$ cat config.mk
export PLATFORM = sky130hd
export DESIGN_NAME = keypad_press_classifier
export DESIGN_NICKNAME = d
export VERILOG_FILES = /design/src/kpc_pkg.sv /design/src/kpc_key_pick.sv /design/src/kpc_press_fsm.sv /design/src/keypad_press_classifier.sv
export SDC_FILE = /design/constraint.sdc
export NUM_CORES = 1
export LEC_CHECK = 0
export BUFFER_PORTS_ARGS = -buffer_cell sky130_fd_sc_hd__buf_2
export CORE_MARGIN = 2
export CORE_UTILIZATION = 55
export DETAILED_ROUTE_END_ITERATION = 7
export PLACE_DENSITY = 0.73
export SYNTH_ARGS = -nofsm -noshare
export SYNTH_HDL_FRONTEND = slang
export SYNTH_HIERARCHICAL = 1
export SYNTH_SLANG_ARGS = --single-unit
export TNS_END_PERCENT = 20
$ cat constraint.sdc
create_clock -name clk_i -period 6.6 [get_ports clk_i]
set_input_delay 0 -clock clk_i [delete_from_list [all_inputs] [get_ports clk_i]]
set_output_delay 0 -clock clk_i [all_outputs]
set_load 0.005 [all_outputs]
$ cat src/kpc_pkg.sv
// Shared types and constants for the keypad press classifier.
// No dependencies; every other file of the block imports this package.
package kpc_pkg;

  // Geometry of the key matrix.
  localparam int ROW_COUNT    = 4;
  localparam int COLUMN_COUNT = 3;
  localparam int MATRIX_W     = 12;
  localparam int KEY_TOTAL    = ROW_COUNT * COLUMN_COUNT;
  // Only closures inside the matrix and inside the input field are looked at.
  localparam int KEY_SCAN     = (KEY_TOTAL < MATRIX_W) ? KEY_TOTAL : MATRIX_W;

  // Field widths.
  localparam int KEY_W   = 4;
  localparam int TIME_W  = 32;
  localparam int CFG_W   = 16;
  localparam int TALLY_W = 2;
  localparam int CFG_IDX_W = 2;

  // Configuration register indexes.
  localparam logic [CFG_IDX_W-1:0] CFG_DEBOUNCE = 2'd0;
  localparam logic [CFG_IDX_W-1:0] CFG_DOUBLE   = 2'd1;
  localparam logic [CFG_IDX_W-1:0] CFG_LONG     = 2'd2;

  // Configuration reset values.
  localparam logic [CFG_W-1:0] DEBOUNCE_RESET = 16'd50;
  localparam logic [CFG_W-1:0] DOUBLE_RESET   = 16'd300;
  localparam logic [CFG_W-1:0] LONG_RESET     = 16'd1000;

  // Tally saturation point.
  localparam logic [TALLY_W-1:0] TALLY_MAX = 2'd3;
  localparam logic [TALLY_W-1:0] TALLY_ONE = 2'd1;
  localparam logic [TALLY_W-1:0] TALLY_TWO = 2'd2;

  // Event codes reported per item.
  typedef enum logic [1:0] {
    EV_NONE   = 2'd0,
    EV_SINGLE = 2'd1,
    EV_DOUBLE = 2'd2,
    EV_LONG   = 2'd3
  } event_kind_e;

  // Timing configuration handed to the classifier.
  typedef struct packed {
    logic [CFG_W-1:0] debounce_ticks;
    logic [CFG_W-1:0] double_window_ticks;
    logic [CFG_W-1:0] long_hold_ticks;
  } timing_cfg_t;

endpackage

$ cat src/kpc_key_pick.sv
// Priority picker: returns the lowest-numbered closed key as 1..N, 0 if none.
// Depends on kpc_pkg for the matrix geometry.
module kpc_key_pick import kpc_pkg::*; (
  input  logic [MATRIX_W-1:0] key_matrix_i,
  output logic [KEY_W-1:0]    key_o
);

  // Scan from the top down so that the lowest closed bit wins.
  always_comb begin
    key_o = '0;
    for (int i = KEY_SCAN - 1; i >= 0; i--) begin
      if (key_matrix_i[i]) begin
        key_o = KEY_W'(i + 1);
      end
    end
  end

endmodule

$ cat src/kpc_press_fsm.sv
// Press state and event classification, one item per enabled cycle.
// Depends on kpc_pkg for widths, event codes and the timing configuration.
module kpc_press_fsm import kpc_pkg::*; (
  input  logic              clk_i,
  input  logic              rst_ni,
  input  logic              step_i,
  input  logic [KEY_W-1:0]  key_i,
  input  timing_cfg_t       cfg_i,
  output event_kind_e       event_kind_o,
  output logic [KEY_W-1:0]  key_index_o
);

  logic [TIME_W-1:0]  tick_q, tick_d;
  logic [KEY_W-1:0]   held_q, held_d;
  logic [TIME_W-1:0]  press_time_q, press_time_d;
  logic [TIME_W-1:0]  hold_start_q, hold_start_d;
  logic [TALLY_W-1:0] tally_q, tally_d;
  logic               down_q, down_d;
  logic               long_rep_q, long_rep_d;

  logic [TIME_W-1:0]  since_press;
  logic [TIME_W-1:0]  since_hold;
  logic [TIME_W-1:0]  since_press_n;
  logic [TIME_W-1:0]  since_hold_n;
  logic               debounced;
  logic               press_acc;
  logic               release_acc;
  logic [KEY_W-1:0]   held_mid;
  logic [TALLY_W-1:0] tally_mid;

  // Elapsed times against the current tick, with wrapping subtraction.
  assign since_press = tick_q - press_time_q;
  assign since_hold  = tick_q - hold_start_q;
  assign debounced   = since_press > TIME_W'(cfg_i.debounce_ticks);
  assign press_acc   = (key_i != '0) && !down_q && debounced;
  assign release_acc = (key_i == '0) && down_q && debounced;
  // A press just taken restarts both clocks at this tick.
  assign since_press_n = press_acc ? '0 : since_press;
  assign since_hold_n  = press_acc ? '0 : since_hold;

  // Press and release debounce, then event classification.
  always_comb begin
    tick_d       = tick_q + TIME_W'(1);
    down_d       = down_q;
    press_time_d = press_time_q;
    hold_start_d = hold_start_q;
    tally_mid    = tally_q;
    held_mid     = held_q;
    long_rep_d   = long_rep_q;
    event_kind_o = EV_NONE;
    key_index_o  = '0;

    if (press_acc) begin
      down_d       = 1'b1;
      hold_start_d = tick_q;
      press_time_d = tick_q;
      held_mid     = key_i;
      if (key_i == held_q && since_press < TIME_W'(cfg_i.double_window_ticks)) begin
        if (tally_q != TALLY_MAX) begin
          tally_mid = tally_q + TALLY_W'(1);
        end
      end else begin
        tally_mid = TALLY_ONE;
      end
    end else if (release_acc) begin
      down_d = 1'b0;
    end

    held_d  = held_mid;
    tally_d = tally_mid;

    if (down_d && since_hold_n > TIME_W'(cfg_i.long_hold_ticks)) begin
      if (!long_rep_q) begin
        long_rep_d   = 1'b1;
        event_kind_o = EV_LONG;
        key_index_o  = held_mid;
      end
    end else if (!down_d && held_mid != '0) begin
      // The release of a long press is swallowed.
      priority if (long_rep_q) begin
        long_rep_d = 1'b0;
        held_d     = '0;
        tally_d    = '0;
      end else if (tally_mid == TALLY_ONE &&
                   since_press_n > TIME_W'(cfg_i.double_window_ticks)) begin
        event_kind_o = EV_SINGLE;
        key_index_o  = held_mid;
        held_d       = '0;
        tally_d      = '0;
      end else if (tally_mid == TALLY_TWO) begin
        event_kind_o = EV_DOUBLE;
        key_index_o  = held_mid;
        held_d       = '0;
        tally_d      = '0;
      end else begin
        // A single press still inside its window, or a saturated tally: no event.
      end
    end
  end

  // State advances only when an item is processed.
  always_ff @(posedge clk_i or negedge rst_ni) begin
    if (!rst_ni) begin
      tick_q       <= '0;
      held_q       <= '0;
      press_time_q <= '0;
      hold_start_q <= '0;
      tally_q      <= '0;
      down_q       <= 1'b0;
      long_rep_q   <= 1'b0;
    end else if (step_i) begin
      tick_q       <= tick_d;
      held_q       <= held_d;
      press_time_q <= press_time_d;
      hold_start_q <= hold_start_d;
      tally_q      <= tally_d;
      down_q       <= down_d;
      long_rep_q   <= long_rep_d;
    end
  end

endmodule

$ cat src/keypad_press_classifier.sv
// Top level of the keypad press classifier: ports, item registers, config.
// Depends on kpc_pkg, kpc_key_pick and kpc_press_fsm.

// Each accepted item is one millisecond tick of key matrix closures and
// yields exactly one result item (event kind and key index). The block
// takes one item per clock cycle while the result is not stalled. An item
// accepted waits in the input register until the result register is free or
// draining; its result then goes into the result register and is offered
// from there. A stalled result holds the input register, which then stalls
// the input. The classification logic between the two registers is a priority
// pick and a few 32-bit subtract-and-compare steps against the timing
// registers. Timing registers are written through the configuration port,
// which is always ready; write them only while no item is in flight.
module keypad_press_classifier import kpc_pkg::*; (
  input  logic                 clk_i,
  input  logic                 rst_ni,
  // Input channel.
  input  logic                 in_valid_i,
  output logic                 in_stall_o,
  input  logic [MATRIX_W-1:0]  key_matrix_i,
  // Result channel.
  output logic                 out_valid_o,
  input  logic                 out_stall_i,
  output logic [1:0]           event_kind_o,
  output logic [KEY_W-1:0]     key_index_o,
  // Configuration write channel.
  input  logic                 cfg_valid_i,
  output logic                 cfg_ready_o,
  input  logic [CFG_IDX_W-1:0] cfg_index_i,
  input  logic [CFG_W-1:0]     cfg_wdata_i
);

  logic                in_valid_q;
  logic [MATRIX_W-1:0] matrix_q;
  logic                out_valid_q;
  event_kind_e         kind_q;
  logic [KEY_W-1:0]    index_q;
  timing_cfg_t         cfg_q;

  logic                advance;
  logic                in_accept;
  logic [KEY_W-1:0]    key;
  event_kind_e         kind;
  logic [KEY_W-1:0]    index;

  // The input register moves on whenever the result register is free or draining.
  assign advance     = in_valid_q && (!out_valid_q || !out_stall_i);
  assign in_stall_o  = in_valid_q && !advance;
  assign in_accept   = in_valid_i && !in_stall_o;
  assign cfg_ready_o = 1'b1;

  // Input register.
  always_ff @(posedge clk_i or negedge rst_ni) begin
    if (!rst_ni) begin
      in_valid_q <= 1'b0;
    end else if (in_accept) begin
      in_valid_q <= 1'b1;
    end else if (advance) begin
      in_valid_q <= 1'b0;
    end
  end

  always_ff @(posedge clk_i) begin
    if (in_accept) begin
      matrix_q <= key_matrix_i;
    end
  end

  // Timing configuration registers.
  always_ff @(posedge clk_i or negedge rst_ni) begin
    if (!rst_ni) begin
      cfg_q.debounce_ticks      <= DEBOUNCE_RESET;
      cfg_q.double_window_ticks <= DOUBLE_RESET;
      cfg_q.long_hold_ticks     <= LONG_RESET;
    end else if (cfg_valid_i && cfg_ready_o) begin
      unique case (cfg_index_i)
        CFG_DEBOUNCE: cfg_q.debounce_ticks      <= cfg_wdata_i;
        CFG_DOUBLE:   cfg_q.double_window_ticks <= cfg_wdata_i;
        CFG_LONG:     cfg_q.long_hold_ticks     <= cfg_wdata_i;
        default: ;
      endcase
    end
  end

  kpc_key_pick u_key_pick (
    .key_matrix_i (matrix_q),
    .key_o        (key)
  );

  kpc_press_fsm u_press_fsm (
    .clk_i        (clk_i),
    .rst_ni       (rst_ni),
    .step_i       (advance),
    .key_i        (key),
    .cfg_i        (cfg_q),
    .event_kind_o (kind),
    .key_index_o  (index)
  );

  // Result register.
  always_ff @(posedge clk_i or negedge rst_ni) begin
    if (!rst_ni) begin
      out_valid_q <= 1'b0;
    end else if (advance) begin
      out_valid_q <= 1'b1;
    end else if (!out_stall_i) begin
      out_valid_q <= 1'b0;
    end
  end

  always_ff @(posedge clk_i) begin
    if (advance) begin
      kind_q  <= kind;
      index_q <= index;
    end
  end

  assign out_valid_o  = out_valid_q;
  assign event_kind_o = kind_q;
  assign key_index_o  = index_q;

endmodule
==> run summary, run 1 <==
DR pass1 iterations: 7
Num CTS Buffers: 17
Unique masters post-synth: 77
largest area contributor in the netlist: dfrtp_1
layout net count: 1,208
Num Clock Sinks: 140
gr usage total: 25.0%
global route total overflow: 0
Cells after Synth: 1,004
H-tree depth: 4
CTS tree: built
Total Wirelength: 22.5 mm
crit path time final: 6.19 ns
Mean Syn Cell Area: 9.71 um^2
Reg clk slew, reported paths: 0.07 ns
fraction of registers with async set/reset: 87.1%
core area: 17,300 um^2
Hold Violations, Final: 0
most common cell after layout, fill and taps aside: dfrtp_1
fin area: 11,200 um^2
initial antenna violation count: 0
LEAKAGE: 5.28 nW
fraction of layout cells with a size suffix above 1: 18.1%
synth top area cells: dfrtp_1, ha_1, mux2_2
WP buf/inv: 0
# IOs: 44
Slew Limit Fails: 0
placed inst area: 10,200 um^2
first-pass GRT wire length: 37.1 mm
Metal-1 WL: 10.7 mm
root buffer cell: clkbuf_16
vias per cell: 5.90
Detail Route Antenna Nets: 0
peak supply drop: 0.275 mV
Yosys top cell area share: 28.0%
Die Y-Extent: 137 um
part of the Yosys area used for sequential elements: 37.0%
pin count of the biggest net entering global routing: 67
Net Count, Synth: 1,133
Max Fclk: 0.161 GHz
Worst Path Arrival: 6.36 ns
Post-Route Skew: 0.00908 ns
die extent in x: 137 um
Die ar.: 18,800 um^2
Worst setup SP type: register
ANT cells: 0
Crit path max-delay family: compound AO/OA/AOI/OAI gates
Cell Area, Synth: 9740 um^2
CP endpoint kind: register
top routing layer used: met4
wire per inst: 17.0 um
relative slew slack: 36.7%
R2R Setup Slk: 0.41 ns
Final Setup Violations: 0
sequence of cells on the critical path: ha_1, nand4_1, or3_1, a2111oi_4, nor4_2, xnor2_1, a211o_1, nor4_2, nor3b_2, a21oi_2, nor3_2, ha_1, a21o_1, a21o_1, a21oi_1, o21ai_0, a221oi_1, o21ai_1, a41oi_1, nand2_1, a22oi_2, o32a_1, a21oi_1
Syn-to-layout area delta: 14.7%
most frequent cells in the layout: dfrtp_1, inv_1, ha_1
Setup CP Type: reg2reg
Power per Cell Area: 483 nW/um^2
Top FF cell, synth: dfrtp_1
critical path fanouts, max: 9
Seq cells post-synth: 140
DR iter-0 viols: 592
# port buffers: 42
Initial Utilization: 56.3%
Skew-Pair Late Insertion Delay: 0.43 ns
vias in the first global route: 7,733
worst slew pin tran: 0.948 ns
crit share post-route: 93.8%
Ys Warns: 6
slowest cell on the critical path: ha_1
met2 wire length: 10.3 mm
Final Wtd Congestion: 0.953
Max Cap Violations: 0
clock tree buffer depth: 2
met3 routed WL: 1.06 mm
HPWL after detailed placement: 16.8 mm
std cell rows: 48
hold_ws: 0.0966 ns
worst hold path type: in2reg
Post-synth EDFFs: 18
vias: 7,776
# DRC: 0
status: complete, no violations
Req. time, crit path: 6.77 ns
CP max stage delay: 0.52 ns
==> registers in the layout (all words and copies together), names as in the netlist <==
name and cells:
u_press_fsm/tally_q 2, u_press_fsm/hold_start_q 32, event_kind_o 2, in_valid_q 1, u_press_fsm/down_q 1, cfg_q 48, u_press_fsm/tick_q 32, out_valid_o 1
matrix_q 12, u_press_fsm/held_q 4, u_press_fsm/long_rep_q 1, key_index_o 4
==> per-stage QoR <==
| step | util, % | setup TNS (ns) | setup WS (ns) | instances | total power [mW] |
|---|---|---|---|---|---|
| after detailed placement | 58.7 | 0 | 0.0391 | 1252 | 4.22 |
| after CTS | 64.1 | 0 | 0.0192 | 1316 | 5.27 |
| after floorplan | - | 0 | 0.631 | 1004 | 3.44 |
| after global routing | 64.6 | -0.0112 | -0.0111 | 1317 | 5.83 |
| after global placement | 58.7 | 0 | 0.208 | 1252 | 4.15 |
| final | 64.6 | 0 | 0.407 | 1317 | 5.40 |
==> kinds of logic (layout without fill, tap and decap cells) <==
group	Yosys count	after routing	synth area share, %
other	1	1	0.0385
and+or+nand+nor	265	265	14.4
AOI/OAI and AO/OA	234	234	15.8
adders and majority gates	95	95	12.2
muxes	88	88	10.1
DFF	140	140	37.0
buffers and inverters	124	212	5.24
xor gates and xnor gates	57	57	5.12
==> synth_stat cells (10+ instances only) <==
cell,n
a21o_1,21
a21oi_1,68
and2_1,16
and3_1,14
buf_2,13
clkbuf_1,10
dfrtp_1,109
dfstp_2,13
edfxtp_1,18
ha_1,93
inv_1,96
mux2_1,10
mux2_2,71
nand2_1,66
nand2b_1,10
nand3_1,28
nand4_1,28
nor2_1,46
nor3_1,11
o211ai_1,14
o21ai_0,43
o21ai_1,12
xnor2_1,46
xor2_1,11
==> layout make-up <==
type                       count  area (um^2)
tap                          225          282
sequential                   140         3610
timing repair buffer          84          612
clock inverter                15          191
fill                        1399         6120
multi-input combinational    740         5690
inverter                      96          360
clock buffer                  17          425
==> worst min-delay path, delay by kind of cell <==
family,cells,cell delay [ns]
buffers and inverters,1,0.12
muxes,1,0.25
and+or+nand+nor,1,0.13
==> report_power, final <==
part | switching [mW] | leakage (nW) | internal, mW
Combinational | 1.83 | 3.26 | 1.46
Sequential | 0.0957 | 1.72 | 1.01
Clock | 0.423 | 0.305 | 0.579
==> worst paths after layout <==
check	startpoint	cells after the start	end
worst max-delay path	u_press_fsm/tick_q[9]	23	key_index_o[3]
worst min-delay path	cfg_index_i[0]	3	cfg_q[33]
worst max register to register	u_press_fsm/tick_q[9]	23	key_index_o[3]
worst min register to register	in_valid_q	1	out_valid_o
max in group asynchronous	rst_ni	3	u_press_fsm/hold_start_q[30]
min in group asynchronous	rst_ni	2	u_press_fsm/held_q[3]
==> metal layers <==
| metal | vias up | track usage (%) |
|---|---|---|
| li1 | 3775 | - |
| met1 | 3762 | 34.6 |
| met2 | 209 | 39.6 |
| met3 | 30 | 4.96 |
| met4 | 0 | 8.13 |
| met5 | - | 0 |
==> what timing repair did <==
action | in CTS | in global routing
setup buffers | 0 | 1
gates resized for setup | 0 | 18
endpoints found under the setup margin | 0 | 12
endpoints found under the hold margin | 118 | 0
hold buffers | 32 | 0
Note: power is estimated with default switching activity, not from simulation.
==> inputs of run 2 (changes only) <==
Settings changed: CORE_MARGIN 2 to not set, SYNTH_HIERARCHICAL 1 to not set.
==> run 2 against run 1 <==
  * Register-to-register slack better by 0.03 ns
  * Utilization down 0.11 points
  * Clock skew up 0.0018 ns
  * Critical endpoint is now u_press_fsm.held_q[1]
==> run summary, run 2 <==
root buffer cell: clkbuf_16
Post-Route Skew: 0.0109 ns (+0.00179 ns)
Cell Area, Synth: 9710 um^2 (-0.33%)
# port buffers: 42 (unchanged)
largest area contributor in the netlist: dfrtp_1
pin count of the biggest net entering global routing: 69 (+3.0%)
relative slew slack: 39.1% (+2.4 points)
layout net count: 1,269 (+5.0%)
main combinational cell family by area after synthesis: simple AND/OR/NAND/NOR gates
Mean Syn Cell Area: 9.12 um^2 (-6.0%)
global route total overflow: 0 (unchanged)
Synth Area in XOR/XNOR: 4.87% (-0.25 points)
mux share of post-synthesis cell area: 5.26% (-4.8 points)
peak supply drop: 0.295 mV (+7.1%)
Top FF cell, synth: dfrtp_1
power share of the clock group: 21.3% (+2.7 points)
Final Setup Violations: 0 (unchanged)
std cell rows: 48 (unchanged)
LEAKAGE: 5.06 nW (-4.2%)
first-pass GRT wire length: 40.1 mm (+8.1%)
gr usage total: 27.9% (+2.8 points)
vias per cell: 5.88 (-0.48%)
vias in the first global route: 7,910 (+2.3%)
Seq pwr share: 23.5% (+3.0 points)
Max Fclk: 0.162 GHz (+0.54%)
DR iter-0 viols: 548 (-7.4%)
Ys Warns: 0 (-6)
Slew Limit Fails: 0 (unchanged)
most frequent CP cell: a21o_1
Worst Hold Depth: 5 (+2)
Final Wtd Congestion: 0.942 (-1.1%)
most frequent cells after synthesis: dfrtp_1, nand2_1, ha_1, inv_1, o21ai_0
# IOs: 44 (unchanged)
placed inst area: 10,200 um^2 (about the same)
Hold Violations, Final: 0 (unchanged)
Final Non-Filler Cells: 1,378 (+4.6%)
ANT cells: 0 (unchanged)
HPWL after detailed placement: 17.6 mm (+4.7%)
Sw Ratio: 42.1% (-1.5 points)
most frequent cells in the layout: dfrtp_1, nand2_1, inv_1, ha_1, o21ai_0
worst hold path type: in2reg
initial antenna violation count: 0 (unchanged)
Reg clk slew, reported paths: 0.06 ns (about the same)
CTS tree: built
Yosys top cell area share: 28.1% (+0.094 points)
Skew-Pair Late Insertion Delay: 0.43 ns (about the same)
Req. time, crit path: 6.93 ns (+0.16 ns)
max reg flops: 48 (unchanged)
Synth Area in Simple Gates: 18.0% (+3.5 points)
Syn-to-layout area delta: 14.9%
Post-Synth Adder-Cell Area: 12.2% (-0.062 points)
Top reg by flops: cfg_q
internal power: 2.74 mW (-10%)
Num CTS Buffers: 17 (unchanged)
Die Y-Extent: 135 um (-1.6%)
Largest regs: cfg_q x48, u_press_fsm.press_time_q x32, u_press_fsm.tick_q x32
cell with the most instances after synthesis: dfrtp_1
Seq cells post-synth: 140 (unchanged)
status: complete, no violations
worst slew pin tran: 0.910 ns (-0.0382 ns)
fraction of layout cells with a size suffix above 1: 14.5% (-3.6 points)
Synth Area in Compound Gates: 17.4% (+1.6 points)
Post-synth EDFFs: 18 (unchanged)
fin worst setup slack: 0.441 ns (+0.0333 ns)
# DRC: 0 (unchanged)
core area: 17,300 um^2 (unchanged)
synth top area cells: dfrtp_1, ha_1, edfxtp_1
Total Wirelength: 23.7 mm (+5.5%)
H-tree depth: 4 (unchanged)
Die ar.: 18,200 um^2 (-3.2%)
Num Clock Sinks: 140 (unchanged)
crit share post-route: 93.3% (-0.50 points)
Detail Route Antenna Nets: 0 (unchanged)
Reg2Reg Depth: 27 (+17%)
critical path fanouts, max: 15 (+6)
Worst Path Arrival: 6.49 ns (+0.13 ns)
Unique masters post-synth: 79 (+2.6%)
Max Cap Violations: 0 (unchanged)
dpl cells: 1,313 (+4.9%)
Worst setup SP type: register
vias: 8,097 (+4.1%)
CP max stage delay: 0.44 ns (-0.08 ns)
fraction of registers with async set/reset: 87.1% (unchanged)
wire per inst: 17.2 um (+0.84%)
die extent in x: 135 um (-1.6%)
DP Worst Slack: 0.291 ns (+0.252 ns)
CP endpoint kind: register
Net Count, Synth: 1,194 (+5.4%)
DR pass1 iterations: 7 (unchanged)
part of the Yosys area used for sequential elements: 37.2% (+0.12 points)
Gate power share: 55.2% (-5.8 points)
Setup TNS: 0 ns (unchanged)
Power per Cell Area: 424 nW/um^2 (-12%)
clock tree buffer depth: 2 (unchanged)
fin area: 11,200 um^2 (-0.17%)
most common cell after layout, fill and taps aside: dfrtp_1
RSZ-0062 raised after global routing: false
Psw: 1.99 mW (-15%)
Cells after Synth: 1,065 (+6.1%)
Initial Utilization: 56.1% (-0.19 points)
crit path time final: 6.16 ns (-0.0333 ns)
slowest cell on the critical path: dfrtp_1
Setup CP Type: reg2reg
run 2: through the flow:
step | utilization [%] | hold slack, ns | total power [mW]
after global placement | 58.7 | 0.0928 | 3.57
final | 64.5 | 0.105 | 4.73
after floorplan | - | -0.296 | 2.97
after CTS | 64.1 | 0.0978 | 4.67
after global routing | 64.5 | 0.160 | 5.13
after detailed placement | 58.7 | 0.102 | 3.63
run 2: critical path: cells and delay by family (launching register included):
kind | cells | cell delay (ns)
simple gates | 5 | 0.81
compound gates | 17 | 3.17
xor+xnor | 1 | 0.43
flops | 1 | 0.44
buf+inv | 1 | 0.17
fa+ha+maj | 3 | 1.03
run 2: cell type report:
| type | count | area, um^2 |
|---|---|---|
| inverters | 93 | 349 |
| repair buffers | 86 | 627 |
| multi-input cells | 802 | 5670 |
| well taps | 225 | 282 |
| clock buffers | 21 | 480 |
| fillers | 1442 | 6140 |
| flip-flops and latches | 140 | 3610 |
| clock inverters | 11 | 139 |
run 2: power groups by stage:
stage               Clock (mW)  Combinational, mW  Sequential (mW)
finish                    1.01               2.61             1.11
global route              1.05               2.95             1.13
CTS                       1.02               2.54             1.11
detailed placement           0               2.50             1.12
global placement             0               2.46             1.12
floorplan                    0               1.86             1.11
run 2: logic make-up after synthesis:
| group | Yosys count |
|---|---|
| compound gates | 263 |
| xor+xnor | 54 |
| mux | 46 |
| buf+inv | 123 |
| other cells | 1 |
| fa+ha+maj | 94 |
| simple gates | 344 |
| flops | 140 |
run 2: worst paths after layout:
path                                        from                     endpoint  slack, ns
max                        u_press_fsm.tick_q[2]        u_press_fsm.held_q[1]       0.44
min                               cfg_index_i[1]                    cfg_q[37]       0.10
max reg2reg                u_press_fsm.tick_q[2]        u_press_fsm.held_q[1]       0.44
min reg2reg                            cfg_q[28]                    cfg_q[28]       0.51
max in group asynchronous                 rst_ni  u_press_fsm.press_time_q[8]       5.13
min in group asynchronous                 rst_ni                    cfg_q[10]       0.16
run 2: layer usage:
layer  wire length (um)  vias to the layer above  GRT usage, %
met5                  0                        -             0
met2              11000                      226          45.1
met1              11300                     3880          38.6
li1                   -                     3962             -
met3               1050                       29          4.92
met4                354                        0          7.30
run 2: repair_timing:
item | 4_1_cts | 5_1_grt
hold buffers | 32 | 0
hold endpoints to repair | 103 | 0
buffers inserted | 0 | 1
endpoints found under the setup margin | 0 | 11
gates resized for setup | 0 | 11
